===== src/rtl/utu_pkg.sv =====
// ----------------------------------------------------------------------------
// utu_pkg
// Shared widths, constants and the result type of the UTF-8 decoder.
// ----------------------------------------------------------------------------
package utu_pkg;

  localparam int ByteW  = 8;
  localparam int UnitW  = 16;
  localparam int CountW = 16;

  localparam logic [CountW-1:0] MaxCharsReset = 16'd255;
  localparam logic [UnitW-1:0]  BadUnit       = 16'hFFFF;

  typedef struct packed {
    logic [UnitW-1:0]  code_unit;
    logic              bad_sequence;
    logic              string_end;
    logic [CountW-1:0] char_count;
  } result_t;

endpackage


===== src/rtl/utu_decode.sv =====
// ----------------------------------------------------------------------------
// utu_decode
// Per-byte string state and single-pass decode of one registered byte.
// ----------------------------------------------------------------------------
module utu_decode (
  input  logic                        clk,
  input  logic                        rst,
  input  logic                        step,
  input  logic [utu_pkg::ByteW-1:0]   byte_in,
  input  logic [utu_pkg::CountW-1:0]  max_chars,
  output logic                        res_valid,
  output utu_pkg::result_t            res
);

  logic [1:0]                 bytes_pending, bytes_pending_next;
  logic [utu_pkg::UnitW-1:0]  partial_value, partial_value_next;
  logic [2:0]                 skip_remaining, skip_remaining_next;
  logic [utu_pkg::CountW-1:0] emitted_count, emitted_count_next;
  logic [utu_pkg::UnitW-1:0]  gathered;
  logic [utu_pkg::CountW-1:0] count_inc;
  logic [2:0]                 bad_skip;

  assign count_inc = emitted_count + 16'd1;
  assign gathered  = partial_value |
                     ((bytes_pending == 2'd2) ? {4'd0, byte_in[5:0], 6'd0}
                                              : {10'd0, byte_in[5:0]});

  always_comb begin
    case (byte_in) inside
      [8'hF0:8'hF7]: bad_skip = 3'd3;
      [8'hF8:8'hFB]: bad_skip = 3'd4;
      [8'hFC:8'hFD]: bad_skip = 3'd5;
      8'hFE:         bad_skip = 3'd6;
      8'hFF:         bad_skip = 3'd7;
      default:       bad_skip = 3'd0;
    endcase
  end

  always_comb begin
    bytes_pending_next  = bytes_pending;
    partial_value_next  = partial_value;
    skip_remaining_next = skip_remaining;
    emitted_count_next  = emitted_count;
    res_valid           = 1'b0;
    res.code_unit       = '0;
    res.bad_sequence    = 1'b0;
    res.string_end      = 1'b0;
    res.char_count      = emitted_count;
    if (byte_in == 8'd0) begin
      res_valid           = 1'b1;
      res.string_end      = 1'b1;
      bytes_pending_next  = '0;
      partial_value_next  = '0;
      skip_remaining_next = '0;
      emitted_count_next  = '0;
    end else if (skip_remaining != 3'd0) begin
      skip_remaining_next = skip_remaining - 3'd1;
    end else if (bytes_pending != 2'd0) begin
      bytes_pending_next = bytes_pending - 2'd1;
      if (bytes_pending == 2'd1) begin
        res_valid          = 1'b1;
        res.code_unit      = gathered;
        res.char_count     = count_inc;
        emitted_count_next = count_inc;
        partial_value_next = '0;
      end else begin
        partial_value_next = gathered;
      end
    end else if (emitted_count >= max_chars) begin
      // limit reached: drop
    end else if (!byte_in[7]) begin
      res_valid          = 1'b1;
      res.code_unit      = {8'd0, byte_in};
      res.char_count     = count_inc;
      emitted_count_next = count_inc;
    end else if (byte_in[7:5] == 3'b110) begin
      partial_value_next = {5'd0, byte_in[4:0], 6'd0};
      bytes_pending_next = 2'd1;
    end else if (byte_in[7:4] == 4'b1110) begin
      partial_value_next = {byte_in[3:0], 12'd0};
      bytes_pending_next = 2'd2;
    end else begin
      res_valid           = 1'b1;
      res.code_unit       = utu_pkg::BadUnit;
      res.bad_sequence    = 1'b1;
      res.char_count      = count_inc;
      emitted_count_next  = count_inc;
      skip_remaining_next = bad_skip;
    end
  end

  always_ff @(posedge clk) begin
    if (rst) begin
      bytes_pending  <= '0;
      partial_value  <= '0;
      skip_remaining <= '0;
      emitted_count  <= '0;
    end else if (step) begin
      bytes_pending  <= bytes_pending_next;
      partial_value  <= partial_value_next;
      skip_remaining <= skip_remaining_next;
      emitted_count  <= emitted_count_next;
    end
  end

endmodule


===== src/rtl/utu_out_reg.sv =====
// ----------------------------------------------------------------------------
// utu_out_reg
// Result register holding one decoded item until its output transfer.
// ----------------------------------------------------------------------------
module utu_out_reg (
  input  logic             clk,
  input  logic             rst,
  input  logic             load,
  input  utu_pkg::result_t load_data,
  output logic             free,
  output logic             out_valid,
  input  logic             out_ready,
  output utu_pkg::result_t data
);

  assign free = !out_valid || out_ready;

  always_ff @(posedge clk) begin
    if (rst) begin
      out_valid <= 1'b0;
    end else if (load) begin
      out_valid <= 1'b1;
    end else if (out_ready) begin
      out_valid <= 1'b0;
    end
  end

  always_ff @(posedge clk) begin
    if (load) begin
      data <= load_data;
    end
  end

endmodule


===== src/rtl/utf8_to_utf16_decoder.sv =====
// ----------------------------------------------------------------------------
// utf8_to_utf16_decoder
// UTF-8 byte stream to 16-bit code units, with string end marker and limit.
// Path: each input byte is held in the input register, decoded, and loaded
// into the result register, which drives the output.
// Throughput: one byte per cycle, set by the single decode pass between the
// input register and the result register; a stalled result holds the input.
// Reset: synchronous; clears string state and sets max_chars to 255.
// ----------------------------------------------------------------------------
module utf8_to_utf16_decoder (
  input  logic                        clk,
  input  logic                        rst,
  input  logic                        cfg_valid,
  output logic                        cfg_ready,
  input  logic [utu_pkg::CountW-1:0]  cfg_data,
  input  logic                        in_valid,
  output logic                        in_ready,
  input  logic [utu_pkg::ByteW-1:0]   in_byte,
  output logic                        out_valid,
  input  logic                        out_ready,
  output logic [utu_pkg::UnitW-1:0]   code_unit,
  output logic                        bad_sequence,
  output logic                        string_end,
  output logic [utu_pkg::CountW-1:0]  char_count
);

  logic [utu_pkg::CountW-1:0] max_chars;
  logic                       in_full;
  logic [utu_pkg::ByteW-1:0]  in_q;
  logic                       advance;
  logic                       res_valid;
  logic                       out_free;
  utu_pkg::result_t           res;
  utu_pkg::result_t           out_data;

  assign cfg_ready = 1'b1;

  always_ff @(posedge clk) begin
    if (rst) begin
      max_chars <= utu_pkg::MaxCharsReset;
    end else if (cfg_valid) begin
      max_chars <= cfg_data;
    end
  end

  assign advance  = in_full && (!res_valid || out_free);
  assign in_ready = !in_full || advance;

  always_ff @(posedge clk) begin
    if (rst) begin
      in_full <= 1'b0;
    end else if (in_ready) begin
      in_full <= in_valid;
    end
  end

  always_ff @(posedge clk) begin
    if (in_valid && in_ready) begin
      in_q <= in_byte;
    end
  end

  utu_decode u_decode (
    .clk       (clk),
    .rst       (rst),
    .step      (advance),
    .byte_in   (in_q),
    .max_chars (max_chars),
    .res_valid (res_valid),
    .res       (res)
  );

  utu_out_reg u_out_reg (
    .clk       (clk),
    .rst       (rst),
    .load      (advance && res_valid),
    .load_data (res),
    .free      (out_free),
    .out_valid (out_valid),
    .out_ready (out_ready),
    .data      (out_data)
  );

  assign code_unit    = out_data.code_unit;
  assign bad_sequence = out_data.bad_sequence;
  assign string_end   = out_data.string_end;
  assign char_count   = out_data.char_count;

endmodule

===== config.mk =====
export PLATFORM = sky130hd
export DESIGN_NAME = utf8_to_utf16_decoder
export DESIGN_NICKNAME = d
export VERILOG_FILES = /design/src/rtl/utu_pkg.sv /design/src/rtl/utu_decode.sv /design/src/rtl/utu_out_reg.sv /design/src/rtl/utf8_to_utf16_decoder.sv
export SDC_FILE = /design/constraint.sdc
export NUM_CORES = 1
export LEC_CHECK = 0
export BUFFER_PORTS_ARGS = -buffer_cell sky130_fd_sc_hd__buf_2
export CORE_ASPECT_RATIO = 1.1
export CORE_MARGIN = 1.5
export CORE_UTILIZATION = 54
export CTS_BUF_LIST = sky130_fd_sc_hd__clkbuf_4
export DETAILED_ROUTE_END_ITERATION = 6
export PLACE_DENSITY = 0.78
export SLEW_MARGIN = 20
export SYNTH_ARGS = -nofsm -noshare
export SYNTH_HDL_FRONTEND = slang
export SYNTH_SLANG_ARGS = --single-unit

===== constraint.sdc =====
create_clock -name clk -period 3.9 [get_ports clk]
set_input_delay 0.78 -clock clk [delete_from_list [all_inputs] [get_ports clk]]
set_output_delay 0.78 -clock clk [all_outputs]
set_load 0.03 [all_outputs]

==> results of run 1 <==
## worst max path at each step
stage          cells after the start  slack [ns]           endpoint
2_1_floorplan                      7        0.11  u_out_reg.data[0]
3_3_place_gp                       8        0.63           in_ready
3_5_place_dp                       8        0.55           in_ready
4_1_cts                            8        0.02           in_ready
5_1_grt                            8       0.006           in_ready
6_report                           8        0.18           in_ready
## area by class of cell
class | instances | area, µm² | area share
clock buffer | 9 | 67.6 | 0.0124
clock inverter | 7 | 96.3 | 0.0176
inverter | 34 | 128 | 0.0233
multi-input combinational | 333 | 2300 | 0.420
sequential | 97 | 2370 | 0.433
tap | 114 | 143 | 0.0261
timing repair buffer | 71 | 373 | 0.0682
## timing repair
item	4_1_cts	5_1_grt
setup buffers	0	0
setup endpoints to repair	0	1
gates resized for setup	0	5
## state kept, by name (all words and copies together), names as in the netlist
name,flops
u_out_reg.data,34
max_chars,16
u_decode.emitted_count,16
u_decode.partial_value,16
in_q,8
u_decode.skip_remaining,3
u_decode.bytes_pending,2
in_full,1
u_out_reg.out_valid,1
## power groups by stage
stage / combinational (mW) / clock, mW / sequential, mW
2_1_floorplan: 0.146 / 0 / 1.18
3_3_place_gp: 0.236 / 0 / 1.15
3_5_place_dp: 0.243 / 0 / 1.15
4_1_cts: 0.244 / 0.612 / 1.13
5_1_grt: 0.270 / 0.653 / 1.14
6_report: 0.245 / 0.604 / 1.13
## stage by stage
stage | area [µm²] | instances
3_5_place_dp | 5290 | 649
3_3_place_gp | 5290 | 649
2_1_floorplan | 4920 | 494
4_1_cts | 5450 | 665
5_1_grt | 5470 | 665
6_report | 5470 | 665
## cells in the mapped netlist, drive strengths merged, types with 3 or more instances
cell,number
a21oi,10
a22o,5
o32ai,4
nand3,21
dfxtp,55
a221o,5
o21a,8
mux2i,14
ha,19
o31ai,7
or2,3
a211oi,3
or4,6
o21ai,9
nand2,66
xor2,5
o2111ai,4
nand2b,7
and2,5
nor3,19
edfxtp,42
nor4,5
o311ai,12
nor2,29
clkbuf,18
inv,34
o211ai,8
o41ai,3
nand4,6
a31oi,4
and3,7
buf,12
xnor2,10
## layout by cell type, fill, tap and decap left out, drive strengths merged, types with 6 or more instances in the layout
master  count
a21oi      10
and3        7
buf        71
clkbuf      9
dfxtp      55
edfxtp     42
ha         19
inv        38
mux2i      14
nand2      66
nand2b      7
nand3      21
nand4       6
nor2       29
nor3       19
o211ai      8
o21a        8
o21ai       9
o311ai     12
o31ai       7
or4         6
xnor2      10
## worst register-to-register path, stage by stage, from the launching register on
cell and delay (ns):
dfxtp_1 0.43, ha_1 0.32, nand4_1 0.17, nor4_1 0.67, and3_1 0.31, o311ai_4 0.22
nor2_4 0.85
## routing by layer
| metal | routed length (µm) | share of wire |
|---|---|---|
| met1 | 4840 | 0.45 |
| met2 | 5040 | 0.47 |
| met3 | 574 | 0.054 |
| met4 | 230 | 0.022 |
| met5 | 0 | 0 |
## kinds of logic (layout without fill, tap and decap cells)
logic type,count (synthesis),in the layout,synth area share
XOR/XNOR,15,15,0.0267
other,1,1,0.000762
flip-flops,97,97,0.480
buffers and inverters,64,121,0.0582
adder cells (fa/ha/maj),19,19,0.0483
multiplexers,14,14,0.0285
AO/OA/AOI/OAI,100,100,0.174
AND/OR/NAND/NOR,184,184,0.184
==> key figures, run 1 <==
Min path
  – Hold path depth: 1
  – Hold crit path type: in2reg
  – Worst min-delay path endpoint: in_q[1]
  – Min-delay src: in_byte[1]

Synthesis
  – Post-synth top area share: 0.256
  – Yosys warnings: 0
  – Post-synthesis cell type count: 66
  – Post-Syn Nets: 542
  – Ys flop type: dfxtp_1
  – Avg Inst Size Synth: 9.97 µm²
  – Cell count after synthesis: 494
  – Sequential-to-total area share from yosys stat: 0.480
  – Mapped Area: 0.00492 mm²
  – Synth area leader: edfxtp_1
  – Ys async rst share: 0
  – #FFs+latches synth: 97
  – EDFF count, synth: 42
  – Top post-synthesis cells by area: edfxtp_1 (26%), dfxtp_1 (22%), nand2_1 (5.0%), ha_1 (4.8%), mux2i_1 (2.8%)

Worst setup path
  – Crit Path Category: reg2out
  – CP max stage delay: 0.52 ns
  – Critical path required time: 3.12 ns
  – CP endpoint kind: primary output
  – Worst reg-to-reg path cell count: 6
  – Reg2reg end: u_out_reg.data[3]
  – Slowest cell on the critical path: or3b_2
  – Critical Path AT: 2.94 ns
  – Crit-path cells: inv_1 > ha_1 > nand2b_1 > a2111o_1 > a31oi_4 > a31oi_1 > or3b_2 > buf_2
  – CP Launch Point: u_decode.emitted_count[0]
  – CP bufs+invs: 2
  – Cell family contributing the most delay on the critical path: compound AO/OA/AOI/OAI gates
  – FF-to-FF Start: u_decode.emitted_count[12]
  – CP startpoint kind: flip-flop
  – Worst R2R Setup Slack: 0.55 ns
  – Worst Path Max Fanout: 5

Clocking
  – Clock Sinks: 97
  – Clock buffer count from CTS: 9
  – Worst-path clk slew: 0.16 ns
  – Clock buffer depth: 2
  – Skew-Pair Late Insertion Delay: 0.48 ns
  – CTS tree: built
  – Hold buffers post-CTS: 0
  – Max H-tree Level: 3
  – Root buffer cell: clkbuf_4

Run
  – Max-capacitance violation count: 0

STA
  – Worst Tran Pin Value: 1.03 ns
  – Clk_skew: 0.0246 ns
  – Crit path time final: 3.72 ns
  – Final hold violations: 0
  – RSZ-0062 raised after global routing: no
  – Final WS setup: 0.177 ns
  – Headroom to the max-slew limit: 0.312
  – Setup violators final: 0
  – Max Clk Rate: 0.269 GHz
  – Final period util: 0.955
  – Pins over their slew limit: 0
  – Fin Setup TNS: 0 ns
  – Worst hold slack: 0.466 ns

Final layout
  – Layout area overhead: 11.1%
  – Fill count: 724
  – Nets: 594
  – Ant. Diodes: 0
  – Fraction of layout cells with a size suffix above 1: 0.205
  – Layout Utilization: 0.616

Pwr
  – Switching part of the total: 0.290
  – Flop pwr share: 0.571
  – Clock network power share: 0.305
  – Pint: 1.41 mW
  – Logic pwr share: 0.124
  – Worst vdd ir: 177 µV
  – Pwr dens: 362 mW/mm²
  – Final Total Pwr: 1.98 mW
  – Psw: 0.574 mW
  – LEAKAGE: 2.24 nW

Floorplanning
  – Die area: 0.00970 mm²
  – Rows: 36
  – Chip Height: 103 µm
  – Die X: 94.0 µm
  – Initial Util: 0.555
  – Top-Level Pins: 66
  – Core outline area: 0.00887 mm²

GRT
  – Grt met3 use: 0.0487
  – Grt ovf: 0
  – Total track usage: 0.229
  – Top Usage Layer GRT: met2
  – Initial antenna violation count: 0
  – First-pass GRT wire length: 17200 µm
  – Number of global-route vias before repair: 3564
  – Met1 Use GR: 0.312
  – Pin count of the biggest net entering global routing: 37
  – Met2 Use GR: 0.358

Detailed routing
  – First drt pass iteration count: 5
  – Iteration-0 DRC Markers: 359
  – DR WL/cell: 16.1 µm
  – Vias per inst: 5.98
  – Vias: 3976
  – ANT nets after route: 0
  – Final wirelength: 10700 µm
  – Post-route DRC: 0

Placed design
  – Gp weighted congestion: 0.923
  – Port-buffer cells: 64
  – Post-DP HPWL: 7470 µm
  – DP Worst Slack: 0.553 ns

Run status
  – Run status: completed
Power figures use the tool's default switching activity.
==> run 2, diff against run 1 <==
==> constraint.sdc (replaced) <==
create_clock -name clk -period 3.9 [get_ports clk]
set_input_delay 0.78 -clock clk [delete_from_list [all_inputs] [get_ports clk]]
set_output_delay 0.78 -clock clk [all_outputs]
set_load 0.1 [all_outputs]
==> key figures, run 2 (synthesized netlist as in run 1, its figures left out) <==
Placed design
  – Gp weighted congestion: 0.922 (was 0.923)
  – Port-buffer cells: 64 (unchanged)
  – DP Worst Slack: 0.456 ns (was 0.553 ns)
  – Post-DP HPWL: 7570 µm (was 7470 µm)

Detailed routing
  – Iteration-0 DRC Markers: 345 (was 359)
  – Final wirelength: 10700 µm (about the same)
  – ANT nets after route: 0 (unchanged)
  – Vias per inst: 6.00 (was 5.98)
  – First drt pass iteration count: 5 (unchanged)
  – Post-route DRC: 0 (unchanged)
  – Vias: 3994 (was 3976)
  – DR WL/cell: 16.1 µm (about the same)

STA
  – Max Clk Rate: 0.263 GHz (was 0.269 GHz)
  – Worst Tran Pin Value: 0.950 ns (was 1.03 ns)
  – Clk_skew: 0.0255 ns (was 0.0246 ns)
  – RSZ-0062 raised after global routing: no (unchanged)
  – Final period util: 0.974 (was 0.955)
  – Fin Setup TNS: 0 ns (unchanged)
  – Pins over their slew limit: 0 (unchanged)
  – Headroom to the max-slew limit: 0.358 (was 0.312)
  – Setup violators final: 0 (unchanged)
  – Final WS setup: 0.100 ns (was 0.177 ns)
  – Crit path time final: 3.80 ns (was 3.72 ns)
  – Final hold violations: 0 (unchanged)

Floorplanning
  – Chip Height: 103 µm (unchanged)
  – Core outline area: 0.00887 mm² (unchanged)
  – Die X: 94.0 µm (unchanged)
  – Rows: 36 (unchanged)
  – Initial Util: 0.555 (unchanged)
  – Die area: 0.00970 mm² (unchanged)
  – Top-Level Pins: 66 (unchanged)

Clocking
  – Hold buffers post-CTS: 0 (unchanged)
  – Skew-Pair Late Insertion Delay: 0.48 ns (about the same)
  – Post-CTS Setup Bufs: 0 (unchanged)
  – Clock Sinks: 97 (unchanged)
  – CTS tree: built (unchanged)
  – Worst-path clk slew: 0.16 ns (about the same)
  – Clock buffer count from CTS: 9 (unchanged)
  – Clock buffer depth: 2 (unchanged)
  – Max H-tree Level: 3 (unchanged)
  – Root buffer cell: clkbuf_4 (unchanged)

Run
  – Max-capacitance violation count: 0 (unchanged)

Worst setup path
  – Worst R2R Setup Slack: 0.61 ns (was 0.55 ns)
  – Worst reg-to-reg path cell count: 8 (was 6)
  – Critical Path AT: 3.02 ns (was 2.94 ns)
  – CP Launch Point: u_decode.emitted_count[0] (unchanged)
  – CP endpoint kind: primary output (unchanged)
  – FF-to-FF Start: u_decode.emitted_count[0] (was u_decode.emitted_count[12])
  – Worst Path Max Fanout: 5 (unchanged)
  – Crit Path Category: reg2out (unchanged)
  – Reg2reg end: u_decode.emitted_count[2] (was u_out_reg.data[3])
  – CP endpoint: in_ready (unchanged)
  – Critical path required time: 3.12 ns (about the same)
  – CP startpoint kind: flip-flop (unchanged)

Final layout
  – Layout area overhead: 11.7% (was 11.1%)
  – Fraction of layout cells with a size suffix above 1: 0.207 (was 0.205)
  – Nets: 595 (was 594)
  – Ant. Diodes: 0 (unchanged)
  – Most frequent cells in the layout: nand2_1 (66), buf_2 (63), dfxtp_1 (53), edfxtp_1 (42), inv_1 (34) (was nand2_1 (66), buf_2 (64), dfxtp_1 (52), edfxtp_1 (42), inv_1 (34))
  – Top reg by flops: u_out_reg.data (unchanged)
  – Max reg flops: 34 (unchanged)
  – Commonest non-fill, non-tap cell in the layout: nand2_1 (unchanged)
  – Layout Utilization: 0.620 (was 0.616)

GRT
  – Initial antenna violation count: 0 (unchanged)
  – First-pass GRT wire length: 17300 µm (was 17200 µm)
  – Grt ovf: 0 (unchanged)
  – Number of global-route vias before repair: 3615 (was 3564)
  – Total track usage: 0.229 (about the same)
  – Pin count of the biggest net entering global routing: 31 (was 37)

Min path
  – Hold crit path type: in2reg (unchanged)

Pwr
  – Worst vdd ir: 223 µV (was 177 µV)
  – Pwr dens: 375 mW/mm² (was 362 mW/mm²)
  – Final Total Pwr: 2.06 mW (was 1.98 mW)
  – LEAKAGE: 2.25 nW (was 2.24 nW)

Run status
  – Run status: completed (unchanged)
==> run 2: critical path, cell delays in order, from the launching register on <==
cell and delay [ns]:
dfxtp_1 0.42, inv_1 0.09, ha_1 0.27, nand2b_1 0.14
a2111o_1 0.50, a31oi_4 0.22, a31oi_1 0.15, or3b_2 0.52
buf_4 0.25
==> run 2: layout make-up <==
class                      instances  area [µm²]
timing repair buffer              72         395
inverter                          34         128
tap                              114         143
fill                             746        3370
multi-input combinational        333        2300
sequential                        97        2360
clock inverter                     7        97.6
clock buffer                       9        67.6
==> run 2: power breakdown <==
part | internal [mW] | switching, mW | total, mW | leakage (nW)
clock | 0.216 | 0.374 | 0.591 | 0.0888
sequential | 1.11 | 0.0238 | 1.13 | 0.861
combinational | 0.0852 | 0.258 | 0.343 | 1.30
total | 1.41 | 0.656 | 2.06 | 2.25
==> run 2: stage by stage <==
| stage | instance area, µm² | std cells | hold slack, ns |
|---|---|---|---|
| after floorplan | 4920 | 494 | 0.435 |
| after global placement | 5310 | 650 | 0.446 |
| after detailed placement | 5310 | 650 | 0.459 |
| after CTS | 5480 | 666 | 0.458 |
| after global routing | 5500 | 666 | 0.442 |
| final | 5500 | 666 | 0.464 |
==> run 2: worst min-delay path by stage <==
stage               depth (start not counted)                       start                          to  slack (ns)
floorplan                                   2  u_decode.partial_value[12]  u_decode.partial_value[12]        0.43
global placement                            2  u_decode.partial_value[15]  u_decode.partial_value[15]        0.45
detailed placement                          1   u_decode.partial_value[4]   u_decode.partial_value[4]        0.46
CTS                                         1                  in_byte[4]                     in_q[4]        0.46
global route                                1                  in_byte[3]                     in_q[3]        0.44
finish                                      1                  in_byte[4]                     in_q[4]        0.46
==> run 2: metal layers <==
layer / global-route usage / vias to the layer above / share of wire
met5: 0 / - / 0
met4: 0.0850 / 0 / 0.016
met3: 0.0442 / 20 / 0.065
met2: 0.360 / 153 / 0.47
met1: 0.317 / 1890 / 0.45
li1: - / 1931 / -
==> run 2: what timing repair did <==
action,4_1_cts,5_1_grt
cloned,0,0
setup endpoints to repair,1,1
gates resized for setup,1,6
